## config.mk

```make
export PLATFORM = sky130hd
export DESIGN_NAME = open_handle_lock_table_unit
export DESIGN_NICKNAME = d
export VERILOG_FILES = /design/src/rtl/ohlt_pkg.sv /design/src/rtl/open_handle_lock_table_unit.sv
export SDC_FILE = /design/constraint.sdc
export NUM_CORES = 1
export LEC_CHECK = 0
export ABC_CLOCK_PERIOD_IN_PS = 9800
export BUFFER_PORTS_ARGS = -buffer_cell sky130_fd_sc_hd__buf_2
export CORE_MARGIN = 2
export CORE_UTILIZATION = 50
export DETAILED_ROUTE_END_ITERATION = 10
export PLACE_DENSITY = 0.76
export SLEW_MARGIN = 20
export SYNTH_ARGS = -nofsm -noshare
export SYNTH_HDL_FRONTEND = slang
export SYNTH_SLANG_ARGS = --single-unit
```

## constraint.sdc

```tcl
create_clock -name clk_i -period 9.8 [get_ports clk_i]
set_input_delay 1.47 -clock clk_i [delete_from_list [all_inputs] [get_ports clk_i]]
set_output_delay 1.47 -clock clk_i [all_outputs]
set_load 0.005 [all_outputs]
```

## src/rtl/ohlt_pkg.sv

```systemverilog
`timescale 1ns / 1ps
`default_nettype none
// ----------------------------------------------------------------------------
// ohlt_pkg
// Opcode and status codes shared by the open-handle lock table and its checker.
// ----------------------------------------------------------------------------
package ohlt_pkg;

  // command opcodes (code 3 has no meaning and gives an all-zero result)
  localparam logic [1:0] OP_OPEN  = 2'd0;
  localparam logic [1:0] OP_CLOSE = 2'd1;
  localparam logic [1:0] OP_QUERY = 2'd2;

  // result status codes
  localparam logic [2:0] ST_OK        = 3'd0;
  localparam logic [2:0] ST_DENIED    = 3'd1;
  localparam logic [2:0] ST_NOT_FOUND = 3'd2;
  localparam logic [2:0] ST_FULL      = 3'd3;
  localparam logic [2:0] ST_OVERFLOW  = 3'd4;

  localparam int unsigned KEY_W = 16;
  localparam int unsigned REF_W = 16;
  localparam logic [REF_W-1:0] REF_MAX = {REF_W{1'b1}};

endpackage : ohlt_pkg
`default_nettype wire

```

## src/rtl/open_handle_lock_table_unit.sv

```systemverilog
`timescale 1ns / 1ps
`default_nettype none
// ----------------------------------------------------------------------------
// open_handle_lock_table_unit
// Reference-counted reader/writer lock table: a handle table and a file table
// kept in two synchronous memories, searched one entry per cycle.
// ----------------------------------------------------------------------------
//  channel   | signals                                        | transfer when
//  ----------+------------------------------------------------+----------------
//  command   | start, busy, opcode_i, handle_key_i,           | start && !busy
//            | file_key_i, want_exclusive_i                   |
//  result    | result_valid_o, status_o,                      | result_valid_o
//            | release_underlying_o, ref_count_o              |
//
// A command walks the handle memory one entry per cycle and stops on a hit
// or at its last entry; an open of a new handle then walks the file memory
// the same way. A hit is acted on in S_HACT and a release in S_FREL. The
// result strobe follows the last busy cycle; the unused opcode answers in
// the cycle after its transfer without raising busy.
// Reset empties both tables at once through their valid flip-flops.
// The receiver cannot stall, so each result is shown for exactly one cycle.
// ----------------------------------------------------------------------------
module open_handle_lock_table_unit
  import ohlt_pkg::*;
#(
  parameter int unsigned HANDLE_SLOTS = 16,
  parameter int unsigned FILE_SLOTS   = 16
) (
  input  wire logic             clk_i,
  input  wire logic             rst_ni,
  input  wire logic             start,
  output logic                  busy,
  input  wire logic [1:0]       opcode_i,
  input  wire logic [KEY_W-1:0] handle_key_i,
  input  wire logic [KEY_W-1:0] file_key_i,
  input  wire logic             want_exclusive_i,
  output logic                  result_valid_o,
  output logic [2:0]            status_o,
  output logic                  release_underlying_o,
  output logic [REF_W-1:0]      ref_count_o
);

  localparam int unsigned HIW  = $clog2(HANDLE_SLOTS);
  localparam int unsigned FIW  = $clog2(FILE_SLOTS);
  localparam int unsigned CNTW = $clog2(HANDLE_SLOTS + 1);
  localparam logic [HIW-1:0] H_LAST = HIW'(HANDLE_SLOTS - 1);
  localparam logic [FIW-1:0] F_LAST = FIW'(FILE_SLOTS - 1);

  typedef struct packed {
    logic [KEY_W-1:0] id;
    logic [FIW-1:0]   fslot;
    logic [REF_W-1:0] refs;
  } hent_t;

  typedef struct packed {
    logic [KEY_W-1:0] id;
    logic [CNTW-1:0]  cnt;
    logic             excl;
  } fent_t;

  typedef enum logic [2:0] {
    S_IDLE,
    S_HSCAN,
    S_HACT,
    S_FSCAN,
    S_FREL
  } state_e;

  // control state
  state_e                  state_q, state_d;
  logic                    busy_q, busy_d;
  logic                    rvalid_q, rvalid_d;
  logic [2:0]              status_q, status_d;
  logic                    release_q, release_d;
  logic [REF_W-1:0]        refs_q, refs_d;
  logic [HIW-1:0]          hidx_q, hidx_d;
  logic [FIW-1:0]          fidx_q, fidx_d;
  logic [HANDLE_SLOTS-1:0] hvalid_q, hvalid_d;
  logic [FILE_SLOTS-1:0]   fvalid_q, fvalid_d;
  logic                    hfree_ok_q, hfree_ok_d;
  logic                    ffree_ok_q, ffree_ok_d;

  // command and search payload
  logic [1:0]       op_q, op_d;
  logic [KEY_W-1:0] hkey_q, hkey_d;
  logic [KEY_W-1:0] fkey_q, fkey_d;
  logic             excl_q, excl_d;
  logic [HIW-1:0]   hslot_q, hslot_d;
  hent_t            hent_q, hent_d;
  logic [HIW-1:0]   hfree_q, hfree_d;
  logic [FIW-1:0]   ffree_q, ffree_d;

  // memories and their ports
  hent_t          hmem [HANDLE_SLOTS];
  fent_t          fmem [FILE_SLOTS];
  hent_t          hrd_q;
  fent_t          frd_q;
  logic           hwe;
  logic [HIW-1:0] hwaddr;
  hent_t          hwdata;
  logic           fwe;
  logic [FIW-1:0] fwaddr;
  fent_t          fwdata;

  // admission of a new handle
  logic            admit;
  logic [FIW-1:0]  adm_fslot;
  logic [CNTW-1:0] adm_cnt;

  // search helpers
  logic             accept;
  logic             h_match, h_last, h_free_ok;
  logic [HIW-1:0]   h_free_slot;
  logic             f_match, f_last, f_free_ok;
  logic [FIW-1:0]   f_free_slot;
  logic [REF_W-1:0] refs_inc, refs_dec;
  logic [CNTW-1:0]  cnt_dec;
  logic             f_deny;

  assign accept = start && !busy_q;

  assign h_match     = hvalid_q[hidx_q] && (hrd_q.id == hkey_q);
  assign h_last      = (hidx_q == H_LAST);
  assign h_free_ok   = hfree_ok_q || !hvalid_q[hidx_q];
  assign h_free_slot = hfree_ok_q ? hfree_q : hidx_q;

  assign f_match     = fvalid_q[fidx_q] && (frd_q.id == fkey_q);
  assign f_last      = (fidx_q == F_LAST);
  assign f_free_ok   = ffree_ok_q || !fvalid_q[fidx_q];
  assign f_free_slot = ffree_ok_q ? ffree_q : fidx_q;
  assign f_deny      = frd_q.excl || ((frd_q.cnt != '0) && excl_q);

  assign refs_inc = hent_q.refs + REF_W'(1);
  assign refs_dec = (hent_q.refs == '0) ? '0 : hent_q.refs - REF_W'(1);
  assign cnt_dec  = (frd_q.cnt == '0) ? '0 : frd_q.cnt - CNTW'(1);

  // next state and memory write control
  always_comb begin
    state_d    = state_q;
    busy_d     = busy_q;
    rvalid_d   = 1'b0;
    status_d   = status_q;
    release_d  = release_q;
    refs_d     = refs_q;
    hidx_d     = hidx_q;
    fidx_d     = fidx_q;
    hvalid_d   = hvalid_q;
    fvalid_d   = fvalid_q;
    hfree_ok_d = hfree_ok_q;
    ffree_ok_d = ffree_ok_q;
    op_d       = op_q;
    hkey_d     = hkey_q;
    fkey_d     = fkey_q;
    excl_d     = excl_q;
    hslot_d    = hslot_q;
    hent_d     = hent_q;
    hfree_d    = hfree_q;
    ffree_d    = ffree_q;
    hwe        = 1'b0;
    hwaddr     = hslot_q;
    hwdata     = hent_q;
    fwe        = 1'b0;
    fwaddr     = fidx_q;
    fwdata     = frd_q;
    admit      = 1'b0;
    adm_fslot  = fidx_q;
    adm_cnt    = CNTW'(1);

    case (state_q)
      S_IDLE: begin
        hidx_d = '0;
        if (accept) begin
          op_d       = opcode_i;
          hkey_d     = handle_key_i;
          fkey_d     = file_key_i;
          excl_d     = want_exclusive_i;
          hfree_ok_d = 1'b0;
          if (opcode_i inside {OP_OPEN, OP_CLOSE, OP_QUERY}) begin
            state_d = S_HSCAN;
            busy_d  = 1'b1;
          end else begin
            // meaningless opcode: all-zero answer, no state change
            rvalid_d  = 1'b1;
            status_d  = ST_OK;
            release_d = 1'b0;
            refs_d    = '0;
          end
        end
      end

      // walk the handle memory, note the lowest free slot on the way
      S_HSCAN: begin
        hfree_ok_d = h_free_ok;
        hfree_d    = h_free_slot;
        if (h_match) begin
          hslot_d = hidx_q;
          hent_d  = hrd_q;
          state_d = S_HACT;
        end else if (h_last) begin
          if (op_q == OP_OPEN) begin
            fidx_d     = '0;
            ffree_ok_d = 1'b0;
            state_d    = S_FSCAN;
          end else begin
            state_d   = S_IDLE;
            busy_d    = 1'b0;
            rvalid_d  = 1'b1;
            status_d  = ST_NOT_FOUND;
            release_d = 1'b0;
            refs_d    = '0;
          end
        end else begin
          hidx_d = hidx_q + HIW'(1);
        end
      end

      // found: open raises a non-max refcount, close lowers it, query only reports it
      S_HACT: begin
        state_d   = S_IDLE;
        busy_d    = 1'b0;
        rvalid_d  = 1'b1;
        status_d  = ST_OK;
        release_d = 1'b0;
        refs_d    = hent_q.refs;
        case (op_q)
          OP_OPEN: begin
            if (hent_q.refs == REF_MAX) begin
              status_d = ST_OVERFLOW;
            end else begin
              hwe         = 1'b1;
              hwdata.refs = refs_inc;
              refs_d      = refs_inc;
            end
          end
          OP_CLOSE: begin
            if (refs_dec != '0) begin
              hwe         = 1'b1;
              hwdata.refs = refs_dec;
              refs_d      = refs_dec;
            end else begin
              // last reference gone: fetch the file entry first
              fidx_d   = hent_q.fslot;
              state_d  = S_FREL;
              busy_d   = 1'b1;
              rvalid_d = 1'b0;
            end
          end
          default: begin
          end
        endcase
      end

      // free the handle and drop one count from its file
      S_FREL: begin
        hvalid_d[hslot_q] = 1'b0;
        if (fvalid_q[fidx_q]) begin
          fwe        = 1'b1;
          fwdata.cnt = cnt_dec;
          if (cnt_dec == '0) begin
            fvalid_d[fidx_q] = 1'b0;
          end
        end
        state_d   = S_IDLE;
        busy_d    = 1'b0;
        rvalid_d  = 1'b1;
        status_d  = ST_OK;
        release_d = 1'b1;
        refs_d    = '0;
      end

      // walk the file memory for a new handle
      S_FSCAN: begin
        ffree_ok_d = f_free_ok;
        ffree_d    = f_free_slot;
        if (f_match || f_last) begin
          state_d   = S_IDLE;
          busy_d    = 1'b0;
          rvalid_d  = 1'b1;
          release_d = 1'b0;
          refs_d    = '0;
          status_d  = ST_FULL;
          if (f_match) begin
            if (f_deny) begin
              status_d = ST_DENIED;
            end else if (hfree_ok_q) begin
              admit     = 1'b1;
              adm_fslot = fidx_q;
              adm_cnt   = frd_q.cnt + CNTW'(1);
            end
          end else if (hfree_ok_q && f_free_ok) begin
            admit     = 1'b1;
            adm_fslot = f_free_slot;
            adm_cnt   = CNTW'(1);
          end
        end else begin
          fidx_d = fidx_q + FIW'(1);
        end
      end

      default: begin
        state_d = S_IDLE;
        busy_d  = 1'b0;
      end
    endcase

    // store a new handle and count it against its file
    if (admit) begin
      fwe                = 1'b1;
      fwaddr             = adm_fslot;
      fwdata.id          = fkey_q;
      fwdata.cnt         = adm_cnt;
      fwdata.excl        = excl_q;
      fvalid_d[adm_fslot] = 1'b1;
      hwe                = 1'b1;
      hwaddr             = hfree_q;
      hwdata.id          = hkey_q;
      hwdata.fslot       = adm_fslot;
      hwdata.refs        = REF_W'(1);
      hvalid_d[hfree_q]  = 1'b1;
      status_d           = ST_OK;
      refs_d             = REF_W'(1);
    end
  end

  // state machine and registered outputs
  always_ff @(posedge clk_i or negedge rst_ni) begin
    if (!rst_ni) begin
      state_q    <= S_IDLE;
      busy_q     <= 1'b0;
      rvalid_q   <= 1'b0;
      status_q   <= ST_OK;
      release_q  <= 1'b0;
      refs_q     <= '0;
      hidx_q     <= '0;
      fidx_q     <= '0;
      hvalid_q   <= '0;
      fvalid_q   <= '0;
      hfree_ok_q <= 1'b0;
      ffree_ok_q <= 1'b0;
    end else begin
      state_q    <= state_d;
      busy_q     <= busy_d;
      rvalid_q   <= rvalid_d;
      status_q   <= status_d;
      release_q  <= release_d;
      refs_q     <= refs_d;
      hidx_q     <= hidx_d;
      fidx_q     <= fidx_d;
      hvalid_q   <= hvalid_d;
      fvalid_q   <= fvalid_d;
      hfree_ok_q <= hfree_ok_d;
      ffree_ok_q <= ffree_ok_d;
    end
  end

  // command and search payload
  always_ff @(posedge clk_i) begin
    op_q    <= op_d;
    hkey_q  <= hkey_d;
    fkey_q  <= fkey_d;
    excl_q  <= excl_d;
    hslot_q <= hslot_d;
    hent_q  <= hent_d;
    hfree_q <= hfree_d;
    ffree_q <= ffree_d;
  end

  // handle memory, registered read at the next scan index
  always_ff @(posedge clk_i) begin
    if (hwe) begin
      hmem[hwaddr] <= hwdata;
    end
    hrd_q <= hmem[hidx_d];
  end

  // file memory, registered read at the next scan index
  always_ff @(posedge clk_i) begin
    if (fwe) begin
      fmem[fwaddr] <= fwdata;
    end
    frd_q <= fmem[fidx_d];
  end

  assign busy                 = busy_q;
  assign result_valid_o       = rvalid_q;
  assign status_o             = status_q;
  assign release_underlying_o = release_q;
  assign ref_count_o          = refs_q;

endmodule : open_handle_lock_table_unit
`default_nettype wire

```

==> summary.txt <==
Final layout
  – Ratio of cells with drive above 1 in the final layout: 11.2%
  – Area of the multi-input gates: 12100 sq um
  – Final net count: 3495
  – Area Growth Syn to Fin: 11.3%
  – Flip-flop and latch area: 33200 sq um
  – Fillers: 7067

Power
  – Combinational cell fraction of total power: 33.9%
  – Psw: 5.50 mW
  – Clock Power Share: 27.6%
  – Power Dens Cells: 297 nW/um^2
  – Switching share of power: 36.0%
  – Sequential power share: 38.5%
  – Internal power: 9.79 mW
  – Total power: 15.3 mW
  – VDD IR max: 0.414 mV
  – Static Leak: 17.5 nW

Synthesis
  – Mapped Cells: 3457
  – Asr flop ratio synth: 5.90%
  – Yosys reg bits: 1136
  – Synth Cell Area: 46200 sq um
  – Synthesized Nets: 3504
  – Post-synthesis sequential area ratio: 71.8%
  – Post-synth EDFFs: 1011
  – Ys Warns: 0
  – Post-synthesis cell type count: 75
  – Mean area per synthesized cell: 13.4 sq um
  – Synth Flop Type: edfxtp_1

STA
  – Clk_skew: 0.0432 ns
  – Clock period minus final worst setup slack: 5.62 ns
  – Slew @ Worst Pin: 1.21 ns
  – Crit share post-route: 57.4%
  – Peak Freq: 178 MHz
  – Max Transition Viols Final: 0
  – Final hold violation count: 0
  – Total Neg Setup Slack: 0 ns
  – Unrepaired setup endpoints after global routing: false
  – # setup viols final: 0
  – Max-slew headroom: 19.3%
  – Final worst setup slack: 4.18 ns

CTS
  – CTS clk-pin slew, worst paths: 0.07 ns
  – Post-CTS Resized: 0
  – Total CTS buffers: 110
  – Hold-fix buffers, CTS: 0
  – CTS tree: yes
  – Max H-tree Level: 3
  – Worst-skew pair later-pin latency: 0.70 ns
  – Clk root buf: clkbuf_16
  – Clock Tree Buf Depth: 3
  – Clock sinks: 1136
  – Post-CTS setup buffers: 0

Placement
  – Dpl hpwl: 60.2 mm
  – Pre-CTS WS: 4.11 ns
  – Gpl congestion: 0.866
  – I/O Buffers: 59

Critical path
  – Crit-path max FO: 47
  – Crit start category: flop
  – CP Capture Type: flop
  – Most used cell, CP: nand3_1
  – Crit Path Category: reg2reg
  – CP max-delay cell: o41ai_1
  – WP data required: 10.42 ns
  – Crit path cell chain: xor2_1 > nor4_1 > nand4_1 > o41ai_1 > a21oi_1 > nand3_1 > a22o_2 > nand2_1 > buf_4 > a221o_1 > nand3_1
  – Crit path buf inv count: 1
  – CP top delay family: compound AO/OA/AOI/OAI gates
  – Critical path arrival: 6.24 ns
  – Crit path largest cell delay: 1.00 ns

Floorplan
  – IO Count: 60
  – Vert. Die Dim: 308 um
  – Initial Util: 50.4%
  – Placeable Area: 91700 sq um
  – DIE AREA: 94900 sq um
  – Die W: 308 um
  – Site Rows: 111

Routing
  – First drt pass iteration count: 6
  – WL final: 114 mm
  – Routed vias/inst: 6.30
  – Routed Antenna Nets: 0
  – First DRT Iteration DRCs: 3574
  – Avg WL per Cell: 24.0 um
  – Vias: 29.8k
  – Drt drc: 0

Job
  – Max_cap viols: 0

Global routing
  – First-pass GRT wire length: 173 mm
  – GRT Overall Usage: 23.7%
  – GRT overflow: 0
  – Vias in the first global route: 28.7k
  – Largest net degree at the start of global routing: 188
  – Initial antenna violation count: 1

Run status
  – Status: completed

Hold path
  – Worst Hold Class: reg2reg
[logic make-up after synthesis]
kind of cell	count (synthesis)	share of synthesized area [%]
xor+xnor	44	0.834
fa+ha+maj	9	0.244
simple gates	1058	10.7
buf+inv	274	2.34
flops	1136	71.8
mux	39	1.12
compound gates	897	12.9
[power groups by stage]
stage / registers (mW) / clock network [mW] / logic, mW
3_3_place_gp: 5.98 / 0 / 4.98
4_1_cts: 5.89 / 4.26 / 5.11
2_1_floorplan: 5.89 / 0 / 3.91
6_report: 5.89 / 4.22 / 5.18
3_5_place_dp: 5.99 / 0 / 5.07
5_1_grt: 5.91 / 4.45 / 5.68
[Yosys cell counts (all sizes together), types with 9 or more instances]
master,count,area share (%)
and2,158,2.1
a22oi,97,1.6
a311oi,44,0.83
clkbuf,205,1.7
a22o,25,0.47
nand4,10,0.14
nor2b,12,0.16
nand2b,13,0.18
dfrtp,67,3.6
a211oi,168,2.8
and3,28,0.38
nor2,68,0.56
o21ai,187,2.0
dfxtp,58,2.5
mux2i,11,0.24
edfxtp,1011,66
o31ai,9,0.18
xor2,35,0.66
mux2,20,0.49
nand3,160,1.7
a21oi,119,1.3
nand2,538,4.4
nor4,19,0.26
nor3,18,0.22
o211ai,26,0.43
a211o,21,0.40
buf,44,0.47
ha,9,0.24
inv,23,0.19
xnor2,9,0.17
a31oi,157,2.1
[routing by layer]
metal,vias to the layer above,share of wire (%),GRT usage (%)
met5,-,0,0
met4,0,3.3,8.49
met3,269,8.9,3.66
met2,1541,49,39.3
met1,14800,39,32.0
li1,13200,-,-
[metrics by stage]
step	hold slack, ns	cell area, sq um	cells	util, %
floorplan	0.386	46200	3457	-
global placement	0.386	47700	4522	52.0
detailed placement	0.389	47700	4522	52.0
CTS	0.394	51400	4731	56.0
global route	0.403	51400	4732	56.1
finish	0.402	51400	4732	56.1
[flip-flops by register name (all words and copies together), names as in the netlist, 16 cells and up]
signal and flops:
fvalid_q 16, hmem 576, hvalid_q 16, ref_count_o 16, hkey_q 16, fmem 352
fkey_q 16, hent_q 36, frd_q 22, hrd_q 36
[area by class of cell]
cell class                 instances  share of cell area, %
antenna                            1                0.00487
clock buffer                     151                   5.97
clock inverter                    58                   1.12
inverter                          25                  0.192
multi-input combinational       2047                   23.6
sequential                      1136                   64.6
tap                             1186                   2.89
timing repair buffer             128                   1.61
[layout by cell type (no fill, tap or decap), drive strengths merged, types with 10 or more instances in the layout]
master,count
a211o,21
a211oi,168
a21oi,119
a22o,25
a22oi,97
a311oi,44
a31oi,157
and2,158
and3,28
buf,128
clkbuf,151
clkinv,41
dfrtp,67
dfxtp,58
edfxtp,1011
inv,30
mux2,20
mux2i,11
nand2,538
nand2b,13
nand3,160
nand4,10
nor2,68
nor2b,12
nor3,18
nor4,19
o211ai,26
o21ai,187
xor2,35
[path summary, 6_finish.rpt]
path                            start               to  slack, ns  cells past startpoint
min in group asynchronous      rst_ni  ref_count_o[14]       0.96                      2
min reg2reg                 hrd_q[15]       hent_q[15]       0.40                      0
max in group asynchronous      rst_ni       hfree_ok_q       8.19                      2
min                         hrd_q[15]       hent_q[15]       0.40                      0
max                        hkey_q[15]        frd_q[20]       4.18                     11
max reg2reg                hkey_q[15]        frd_q[20]       4.18                     11
[worst reg2reg max path, cell delays in order, from the launching register on]
cell and delay [ns]:
edfxtp_1 0.40, xor2_1 0.18, nor4_1 0.68, nand4_1 0.57
o41ai_1 1.00, a21oi_1 0.14, nand3_1 0.14, a22o_2 0.95
nand2_1 0.69, buf_4 0.42, a221o_1 0.29, nand3_1 0.08
Power figures use the tool's default switching activity.
